File: src/window_watchdog_servicer_macros.svh
// ----------------------------------------------------------------------------
// Window watchdog servicer assertion macros
// Shared concurrent assertion forms, empty when SYNTHESIS is defined.
// ----------------------------------------------------------------------------
`ifndef WINDOW_WATCHDOG_SERVICER_MACROS_SVH
`define WINDOW_WATCHDOG_SERVICER_MACROS_SVH

`ifndef SYNTHESIS
// same-cycle implication, sampled on clock, off during reset
`define WWS_ASSERT_IMP(label, ante, cons, msg) \
   label: assert property (@(posedge clock) disable iff (reset) (ante) |-> (cons)) \
      else $error(msg);
// next-cycle implication, sampled on clock, off during reset
`define WWS_ASSERT_NEXT(label, ante, cons, msg) \
   label: assert property (@(posedge clock) disable iff (reset) (ante) |=> (cons)) \
      else $error(msg);
`else
`define WWS_ASSERT_IMP(label, ante, cons, msg)
`define WWS_ASSERT_NEXT(label, ante, cons, msg)
`endif

`endif

File: src/wws_pkg.sv
// ----------------------------------------------------------------------------
// Window watchdog servicer package
// Command and action codes, register indexes, shared structs, frame builder.
// ----------------------------------------------------------------------------
`default_nettype none

package wws_pkg;

   localparam int ADDR_W     = 6;
   localparam int DATA_W     = 16;
   localparam int WIN_W      = 16;
   localparam int TIME_W     = 32;
   localparam int FRAME_W    = 32;
   localparam int CNT_W      = 32;
   localparam int PARITY_BIT = 24;

   localparam logic [WIN_W-1:0]  CLOSED_RESET = 16'd5;
   localparam logic [WIN_W-1:0]  OPEN_RESET   = 16'd10;
   localparam logic [ADDR_W-1:0] ADDR_RESET   = 6'd0;
   localparam logic [DATA_W-1:0] TOGGLE_MASK  = 16'h0001;

   typedef enum logic [1:0] {
      CMD_TICK     = 2'd0,
      CMD_START    = 2'd1,
      CMD_RESPONSE = 2'd2
   } cmd_type;

   typedef enum logic [1:0] {
      ACT_SERVICE = 2'd0,
      ACT_MISS    = 2'd1,
      ACT_WRITE   = 2'd2
   } action_type;

   typedef enum logic [1:0] {
      CSR_CLOSED = 2'd0,
      CSR_OPEN   = 2'd1,
      CSR_ADDR   = 2'd2
   } csr_index_type;

   typedef struct packed {
      logic [WIN_W-1:0]  closed_window_ms;
      logic [WIN_W-1:0]  open_window_ms;
      logic [ADDR_W-1:0] service_reg_addr;
   } cfg_type;

   typedef struct packed {
      logic               valid;
      logic [FRAME_W-1:0] tx_frame;
      action_type         action;
      logic               wdi_level;
      logic [CNT_W-1:0]   service_total;
      logic [CNT_W-1:0]   miss_total;
   } result_type;

   function automatic logic [FRAME_W-1:0] make_frame(
      input logic              wr,
      input logic [ADDR_W-1:0] addr,
      input logic [DATA_W-1:0] data
   );
      logic [FRAME_W-1:0] f;
      f = {wr, addr, 1'b0, data, 8'h00};
      f[PARITY_BIT] = ^f[FRAME_W-1:8];
      return f;
   endfunction

endpackage

`default_nettype wire

File: src/wws_core.sv
// ----------------------------------------------------------------------------
// Window watchdog servicer core
// Servicing state, window compare and frame build for one beat per cycle, advancing only on fire.
// ----------------------------------------------------------------------------
`default_nettype none
`include "window_watchdog_servicer_macros.svh"

module wws_core
   import wws_pkg::*;
(
   input  wire logic               clock,
   input  wire logic               reset,
   input  wire logic               fire,
   input  wire logic [1:0]         command,
   input  wire logic [TIME_W-1:0]  now_ms,
   input  wire logic [FRAME_W-1:0] rx_frame,
   input  wire cfg_type            cfg,
   output result_type              res
);

   logic              active_ff, active_in;
   logic [TIME_W-1:0] last_ff, last_in;
   logic              wdi_ff, wdi_in;
   logic              pend_ff, pend_in;
   logic [CNT_W-1:0]  svc_ff, svc_in;
   logic [CNT_W-1:0]  miss_ff, miss_in;

   logic [TIME_W-1:0] elapsed;
   logic [WIN_W:0]    wend;
   logic              in_window;
   logic              past_end;

   assign elapsed   = now_ms - last_ff;
   assign wend      = {1'b0, cfg.closed_window_ms} + {1'b0, cfg.open_window_ms};
   assign in_window = (elapsed >= {{(TIME_W-WIN_W){1'b0}}, cfg.closed_window_ms})
                   && (elapsed < {{(TIME_W-WIN_W-1){1'b0}}, wend});
   assign past_end  = elapsed >= {{(TIME_W-WIN_W-1){1'b0}}, wend};

   always_comb begin
      active_in    = active_ff;
      last_in      = last_ff;
      wdi_in       = wdi_ff;
      pend_in      = pend_ff;
      svc_in       = svc_ff;
      miss_in      = miss_ff;
      res.valid    = 1'b0;
      res.action   = ACT_SERVICE;
      res.tx_frame = make_frame(1'b0, cfg.service_reg_addr, '0);
      case (cmd_type'(command))
         CMD_START: begin
            active_in = 1'b1;
            last_in   = now_ms;
            wdi_in    = ~wdi_ff;
            pend_in   = 1'b1;
            res.valid = 1'b1;
         end
         CMD_TICK: begin
            if (active_ff && (in_window || past_end)) begin
               last_in   = now_ms;
               wdi_in    = ~wdi_ff;
               pend_in   = 1'b1;
               res.valid = 1'b1;
               if (in_window) begin
                  svc_in = svc_ff + CNT_W'(1);
               end else begin
                  miss_in    = miss_ff + CNT_W'(1);
                  res.action = ACT_MISS;
               end
            end
         end
         CMD_RESPONSE: begin
            if (pend_ff) begin
               pend_in      = 1'b0;
               res.valid    = 1'b1;
               res.action   = ACT_WRITE;
               res.tx_frame = make_frame(1'b1, cfg.service_reg_addr,
                                         rx_frame[8 +: DATA_W] ^ TOGGLE_MASK);
            end
         end
         default: begin
         end
      endcase
      res.wdi_level     = wdi_in;
      res.service_total = svc_in;
      res.miss_total    = miss_in;
   end

   always_ff @(posedge clock) begin
      if (reset) begin
         active_ff <= 1'b0;
         last_ff   <= '0;
         wdi_ff    <= 1'b0;
         pend_ff   <= 1'b0;
         svc_ff    <= '0;
         miss_ff   <= '0;
      end else if (fire) begin
         active_ff <= active_in;
         last_ff   <= last_in;
         wdi_ff    <= wdi_in;
         pend_ff   <= pend_in;
         svc_ff    <= svc_in;
         miss_ff   <= miss_in;
      end
   end

   `WWS_ASSERT_NEXT(a_miss_step, fire && res.valid && res.action == ACT_MISS, miss_ff == $past(miss_ff) + CNT_W'(1), "miss counter did not advance by one")
   `WWS_ASSERT_NEXT(a_wdi_toggle, fire && res.valid && res.action != ACT_WRITE, wdi_ff != $past(wdi_ff), "WDI level did not toggle on a read")
   `WWS_ASSERT_NEXT(a_write_clears, fire && res.valid && res.action == ACT_WRITE, !pend_ff && $past(pend_ff), "write issued without a pending read")

endmodule

`default_nettype wire

File: src/window_watchdog_servicer.sv
// ----------------------------------------------------------------------------
// Window watchdog servicer
// Services an external window watchdog over 32-bit SPI frames.
// ----------------------------------------------------------------------------
// A request beat is taken into the input register, and its result is then registered in the result register.
// Throughput: one request beat per cycle while the result is not stalled, set by the input and result registers.
// A stalled result holds the core; one further request beat waits in the input register.
// Reset: synchronous; clears servicing state, counters and valids,
// and sets the window registers to 5 ms closed, 10 ms open, address 0.
`default_nettype none
`include "window_watchdog_servicer_macros.svh"

module window_watchdog_servicer
   import wws_pkg::*;
(
   input  wire logic               clock,
   input  wire logic               reset,

   input  wire logic               csr_valid,
   output logic                    csr_ready,
   input  wire logic [1:0]         csr_index,
   input  wire logic [WIN_W-1:0]   csr_wdata,

   input  wire logic               req_valid,
   output logic                    req_stall,
   input  wire logic [1:0]         req_command,
   input  wire logic [TIME_W-1:0]  req_now_ms,
   input  wire logic [FRAME_W-1:0] req_rx_frame,

   output logic                    rsp_valid,
   input  wire logic               rsp_stall,
   output logic [FRAME_W-1:0]      rsp_tx_frame,
   output logic [1:0]              rsp_action,
   output logic                    rsp_wdi_level,
   output logic [CNT_W-1:0]        rsp_service_total,
   output logic [CNT_W-1:0]        rsp_miss_total
);

   cfg_type            cfg_ff;

   logic               s1_valid_ff;
   logic [1:0]         s1_command_ff;
   logic [TIME_W-1:0]  s1_now_ff;
   logic [FRAME_W-1:0] s1_rx_ff;

   logic               out_valid_ff;
   result_type         out_ff;

   logic               advance;
   logic               fire;
   result_type         core_res;

   assign csr_ready = 1'b1;

   always_ff @(posedge clock) begin
      if (reset) begin
         cfg_ff.closed_window_ms <= CLOSED_RESET;
         cfg_ff.open_window_ms   <= OPEN_RESET;
         cfg_ff.service_reg_addr <= ADDR_RESET;
      end else if (csr_valid && csr_ready) begin
         case (csr_index_type'(csr_index))
            CSR_CLOSED: cfg_ff.closed_window_ms <= csr_wdata;
            CSR_OPEN:   cfg_ff.open_window_ms   <= csr_wdata;
            CSR_ADDR:   cfg_ff.service_reg_addr <= csr_wdata[ADDR_W-1:0];
            default: begin
            end
         endcase
      end
   end

   assign advance   = !out_valid_ff || !rsp_stall;
   assign fire      = s1_valid_ff && advance;
   assign req_stall = s1_valid_ff && !advance;

   always_ff @(posedge clock) begin
      if (reset) begin
         s1_valid_ff <= 1'b0;
      end else if (!req_stall) begin
         s1_valid_ff <= req_valid;
      end
   end

   always_ff @(posedge clock) begin
      if (req_valid && !req_stall) begin
         s1_command_ff <= req_command;
         s1_now_ff     <= req_now_ms;
         s1_rx_ff      <= req_rx_frame;
      end
   end

   wws_core u_core (
      .clock    (clock),
      .reset    (reset),
      .fire     (fire),
      .command  (s1_command_ff),
      .now_ms   (s1_now_ff),
      .rx_frame (s1_rx_ff),
      .cfg      (cfg_ff),
      .res      (core_res)
   );

   always_ff @(posedge clock) begin
      if (reset) begin
         out_valid_ff <= 1'b0;
      end else if (advance) begin
         out_valid_ff <= s1_valid_ff && core_res.valid;
      end
   end

   always_ff @(posedge clock) begin
      if (advance) begin
         out_ff <= core_res;
      end
   end

   assign rsp_valid         = out_valid_ff;
   assign rsp_tx_frame      = out_ff.tx_frame;
   assign rsp_action        = out_ff.action;
   assign rsp_wdi_level     = out_ff.wdi_level;
   assign rsp_service_total = out_ff.service_total;
   assign rsp_miss_total    = out_ff.miss_total;

   `WWS_ASSERT_IMP(a_frame_parity, rsp_valid, ^rsp_tx_frame[FRAME_W-1:8] == 1'b0, "frame parity is odd")
   `WWS_ASSERT_IMP(a_write_flag, rsp_valid, rsp_tx_frame[FRAME_W-1] == (rsp_action == ACT_WRITE), "write flag does not match action")
   `WWS_ASSERT_IMP(a_read_data, rsp_valid && rsp_action != ACT_WRITE, rsp_tx_frame[8 +: DATA_W] == '0, "read frame carries data")

endmodule

`default_nettype wire
File: config.mk
export PLATFORM = sky130hd
export DESIGN_NAME = window_watchdog_servicer
export DESIGN_NICKNAME = d
export VERILOG_FILES = /design/src/wws_pkg.sv /design/src/wws_core.sv /design/src/window_watchdog_servicer.sv
export VERILOG_INCLUDE_DIRS = /design/src /design/src/src
export SDC_FILE = /design/constraint.sdc
export NUM_CORES = 1
export LEC_CHECK = 0
export BUFFER_PORTS_ARGS = -buffer_cell sky130_fd_sc_hd__buf_2
export CORE_MARGIN = 1.5
export CORE_UTILIZATION = 60
export CTS_BUF_LIST = sky130_fd_sc_hd__clkbuf_2
export CTS_CLUSTER_SIZE = 20
export DETAILED_ROUTE_END_ITERATION = 10
export PLACE_DENSITY = 0.82
export SYNTH_ARGS = -nofsm -noshare
export SYNTH_HDL_FRONTEND = slang
export SYNTH_SLANG_ARGS = --single-unit
File: constraint.sdc
create_clock -name clock -period 6.4 [get_ports clock]
set_input_delay 0.64 -clock clock [delete_from_list [all_inputs] [get_ports clock]]
set_output_delay 0.64 -clock clock [all_outputs]
set_load 0.01 [all_outputs]
==> Yosys cells after proc, flatten, opt, wreduce, memory -nomap -nowiden <==
Index checks and enable logic that the tools add are counted.
{ "totals": {"reg_bits": 296, "elab_cells": 79, "output_inout_bits": 102, "inputBits": 89} }
{ "op_classes": {"n_addsub": 4, "eq_ne": 5, "n_bitwise": 2, "magnitude_cmp": 3, "reduce_logical": 25, "n_mux": 19} }
{ "op_table": {"columns": ["op", "count"], "rows": [
  ["$mux W32", 7],
  ["$add A32 B1 Y32 const B", 2],
  ["$pmux W32 S2", 1],
  ["$reduce_xor A24 Y1", 2],
  ["$mux W35", 1],
  ["$ge A32 B16 Y1", 1],
  ["$ge A32 B17 Y1", 1],
  ["$lt A32 B17 Y1", 1],
  ["$sub A32 B32 Y32", 1],
  ["$mux W31", 1],
  ["$add A16 B16 Y17", 1],
  ["$reduce_and A2 Y1", 5],
  ["$logic_and A1 B1 Y1", 6],
  ["$pmux W1 S3", 2],
  ["$reduce_and A3 Y1", 2],
  ["$eq A2 B1 Y1 const B", 2],
  ["$eq A2 B2 Y1 const B", 2],
  ["$logic_not A1 Y1", 4],
  ["$logic_not A2 Y1", 2],
  ["$mux W1", 4],
  ["$pmux W2 S2", 1],
  ["$reduce_bool A3 Y1", 1],
  ["$logic_or A1 B1 Y1", 2],
  ["$mux W2", 1],
  ["4 further kinds", 5]
]} }

==> Depth between registers and ports, before layout <==
{ "logic_depth": {"ltp_word": 8, "ltp_mapped": 26, "depth_no_buf": 24} }

==> Hierarchy <==
Synthesis repeated with hierarchy kept, for this count alone.
{ "hier_totals": {"cells_unflattened": 1603, "area_unflattened_um2": 16366.9} }
{ "modules_own_cells": {"columns": ["module", "seq_area_each_um2", "n_inst", "cells_each", "area_per_inst_um2"], "rows": [
  ["wws_core", 1981.9, 1, 1276, 9738.1],
  ["window_watchdog_servicer", 5755.5, 1, 327, 6628.9]
]} }

==> Worst setup path before layout <==
Ideal clock, no wire load.
{ "synth_timing": {"path_kind": "register to register", "from": "register cfg_ff[23] (netlist bit)", "to": "register out_ff (netlist bit rsp_service_total[1]) (data pin)", "path_stages_with_launch": 25, "slack_ns": 1.572, "t_arrival_ns": 4.566, "path_cell_list": "dfxtp_1 > ha_1 > a21o_1 > a21oi_1 > o21bai_1 > a21o_1 > a21oi_1 > o21ai_0 > or4_1 > a31o_2 > a21o_1 > xnor2_1 > ha_1 > nor3_1 > nor2_1 > a21oi_1 > nand3_1 > nand4b_1 > o211ai_1 > nor4_4 > nand2_1 > buf_2 > buf_2 > buf_2 > mux2_1"} }
{ "synth_rtl": {"columns": ["item", "line", "text"], "rows": [
  ["start, declared", "window_watchdog_servicer.sv:39", "cfg_type cfg_ff;"],
  ["end signal, assigned", "window_watchdog_servicer.sv:112", "out_ff <= core_res;"],
  ["end, declared", "window_watchdog_servicer.sv:47", "result_type out_ff;"]
]} }

==> out/metrics.cfg <==
[routing]
first_iter_violations = 775
num_vias = 12300
ant_nets = 0
wl_mm = 34.1
wl_per_cell_um = 15.5
drcViolationCount = 0
vias_per_cell = 5.61
firstDrtPassIters = 7

[clocking]
cts_buffer_depth = 3
tritoncts = built
clkSlewWorstSetupHoldPaths_ns = 0.11
cts-root-buf = clkbuf_2
clk_latency_ns = 0.87
numCtsBuffers = 73
htreeDepth = 3
cts.sinks = 280

[floorplan]
die_w_um = 163
die_h_um = 163
initial_utilization_pct = 60.8
core_area_um2 = 25100
ios = 191
rows = 58
die_area_um2 = 26400

[grt]
grt_pass1_wl_mm = 55.6
antenna_found_initial = 2
grt_pass1_vias = 11900
gr-total-overflow = 0
track_usage_pct = 26.0
grt_max_degree = 101

[power]
design_power_total_mw = 3.66
powerDensity_nw_per_um2 = 208
ir_drop_v = 0.000160
leakagePower_nw = 7.50

[sta]
period_share_pct = 89.0
skew_ns = 0.0754
fin_crit_ns = 5.70
setup_ws_ns = 0.703
hold_viol = 0
worst_pin_slew_ns = 1.18
finalSetupViolCount = 0
relSlewSlack_pct = 21.4
fmax_ghz = 0.176
rsz0062_at_grt = no
fin_setup_tns_ns = 0
drv_slew = 0

[synth]
synth_common_cells = nor2_1, edfxtp_1, dfxtp_1
synthTopCellsByArea = edfxtp_1, dfxtp_1, ha_1, xnor2_1, nor2_1
yosys.area.top_type = edfxtp_1
syn_avg_cell_area_um2 = 9.75
synth_ff_type = edfxtp_1
synth_edf_count = 141
yosysWarnings = 0
synthAdderAreaFrac_pct = 6.90
ys_seq_area_share_pct = 45.9
synthCells = 1566
synth.most_common_cell = nor2_1
ys_ff_latch = 280
yosysTopAreaCellShare_pct = 27.7
synthSimpleGateAreaFrac_pct = 19.3
synth_cell_types = 74
synth_xor_area_share_pct = 7.63
synthMuxAreaShare_pct = 4.76
synth_compound_area_share_pct = 11.5
netlist_area_um2 = 15300
synthArstFlopShare_pct = 0
synth_top_family_by_area = simple AND/OR/NAND/NOR gates

[final_layout]
drive_gt1_share_pct = 18.8
multiInputGateArea_um2 = 7710
num-fill-cells = 2006
area_delta_synth_final_pct = 15.1
final-seq-area_um2 = 7020
instances_no_fill = 2199
nNetsFinal = 1980
fin_area_um2 = 17600

[placed_design]
placed_cells = 2005
dpl.hpwl_mm = 22.7
place_congestion = 0.905
io_buffer_count = 165
place_area_um2 = 16300
place_worst_setup_slack_ns = 0.715

[status]
status = finished clean

[setup_path]
required_ns = 6.98
start_kind = flip-flop
regToRegStartpoint = cfg_ff[23]$_SDFFE_PP0P_
path_class = flip-flop to flip-flop
r2r_end = rsp_miss_total[1]$_DFFE_PN_
r2r_cells = 24
critical_path.startpoint = cfg_ff[23]$_SDFFE_PP0P_
r2r_slack_ns = 0.70
path_max_fanout = 21
worstPathArrival_ns = 6.27
endpoint = rsp_miss_total[1]$_DFFE_PN_
cp-end-kind = flip-flop

[flow_run]
maxCapViolCount = 0

[worst_hold_path]
hp-class = input port to flip-flop

## critical path: stages (launching register included)
cell	delay [ns]
dfxtp_1	0.41
ha_1	0.26
a21o_1	0.15
a21oi_1	0.23
o21bai_1	0.09
a21o_1	0.21
a21oi_1	0.20
o21ai_0	0.15
or4_1	0.45
a31o_2	0.25
a21o_1	0.18
xnor2_1	0.12
ha_1	0.30
nor3_1	0.19
nor2_1	0.06
a21oi_1	0.18
nand3_1	0.15
nand4b_1	0.14
o211ai_1	0.13
nor4_4	0.46
buf_4	0.37
nand2_1	0.20
nand2_1	0.19
inv_1	0.09
mux2_2	0.28
## stage by stage
stage	utilization, %	hold WS [ns]
final	70.0	0.0443
after global routing	70.0	0.0150
after CTS	70.0	0.000286
after detailed placement	65.1	0.456
after global placement	65.1	0.449
after floorplan	-	0.441
## cell usage in the layout (no fill, tap or decap), types with 28 or more instances in the layout
cell	Yosys	final
inv_1	69	69
a21oi_1	90	89
nor3_1	53	53
o21ai_0	42	42
nor2b_1	33	32
clkbuf_2	0	117
nand2_1	132	130
xor2_1	65	65
dfxtp_1	139	139
edfxtp_1	141	141
buf_2	14	164
dlygate4sd3_1	0	58
ha_1	81	81
and2_1	28	28
nor2_1	155	155
mux2i_1	40	40
nand3_1	48	48
xnor2_1	68	68
## metal layers
layer / global-route usage [%] / vias to the layer above / share of wire [%] / wire (µm)
li1: - / 6105 / - / -
met1: 30.5 / 5773 / 41 / 14100
met2: 46.3 / 373 / 51 / 17300
met3: 4.46 / 87 / 4.8 / 1640
met4: 11.9 / 0 / 3.2 / 1100
met5: 0 / - / 0 / 0
## sequential cells by signal (all words and copies together), names as in the netlist
| signal | count |
|---|---|
| u_core.active_ff | 1 |
| s1_command_ff | 2 |
| s1_rx_ff | 16 |
| rsp_valid | 1 |
| cfg_ff | 38 |
| u_core.miss_ff | 32 |
| rsp_action | 2 |
| u_core.last_ff | 32 |
| s1_valid_ff | 1 |
| u_core.wdi_ff | 1 |
| rsp_service_total | 32 |
| s1_now_ff | 32 |
| rsp_miss_total | 32 |
| u_core.svc_ff | 32 |
| u_core.pend_ff | 1 |
| rsp_tx_frame | 24 |
| rsp_wdi_level | 1 |
## worst min path at each step
stage | from | endpoint | depth (start not counted)
finish | req_valid | s1_valid_ff$_SDFFE_PP0N_ | 3
global placement | cfg_ff[6]$_SDFFE_PP0P_ | cfg_ff[6]$_SDFFE_PP0P_ | 2
global route | csr_wdata[5] | cfg_ff[5]$_SDFFE_PP0P_ | 3
detailed placement | cfg_ff[20]$_SDFFE_PP0P_ | cfg_ff[20]$_SDFFE_PP0P_ | 2
CTS | req_valid | s1_valid_ff$_SDFFE_PP0N_ | 3
floorplan | cfg_ff[10]$_SDFFE_PP0P_ | cfg_ff[10]$_SDFFE_PP0P_ | 2
## where the power goes
part,switching [mW],internal [mW],total (mW)
registers,0.0268,1.92,1.95
clock network,0.739,0.484,1.22
logic,0.275,0.211,0.486
total,1.04,2.62,3.66
## area by class of cell
cell class / instances / area share (%)
Clock buffer: 117 / 3.33
Sequential cell: 280 / 39.9
Inverter: 69 / 1.47
Antenna cell: 2 / 0.0285
Clock inverter: 17 / 0.441
Multi-Input combinational cell: 1149 / 43.9
Timing Repair Buffer: 235 / 8.60
Tap cell: 330 / 2.35
## logic make-up after synthesis
kind of cell             after synthesis
XOR/XNOR                             133
buffers and inverters                144
AO/OA/AOI/OAI                        269
multiplexers                          69
other                                  2
flip-flops                           280
adder cells (fa/ha/maj)               83
AND/OR/NAND/NOR                      586
## timing repair
action	4_1_cts	5_1_grt
hold buffers	58	0
buffers inserted	0	0
hold endpoints to repair	63	0
resized for setup	0	0
Note: power is estimated with default switching activity, not from simulation.
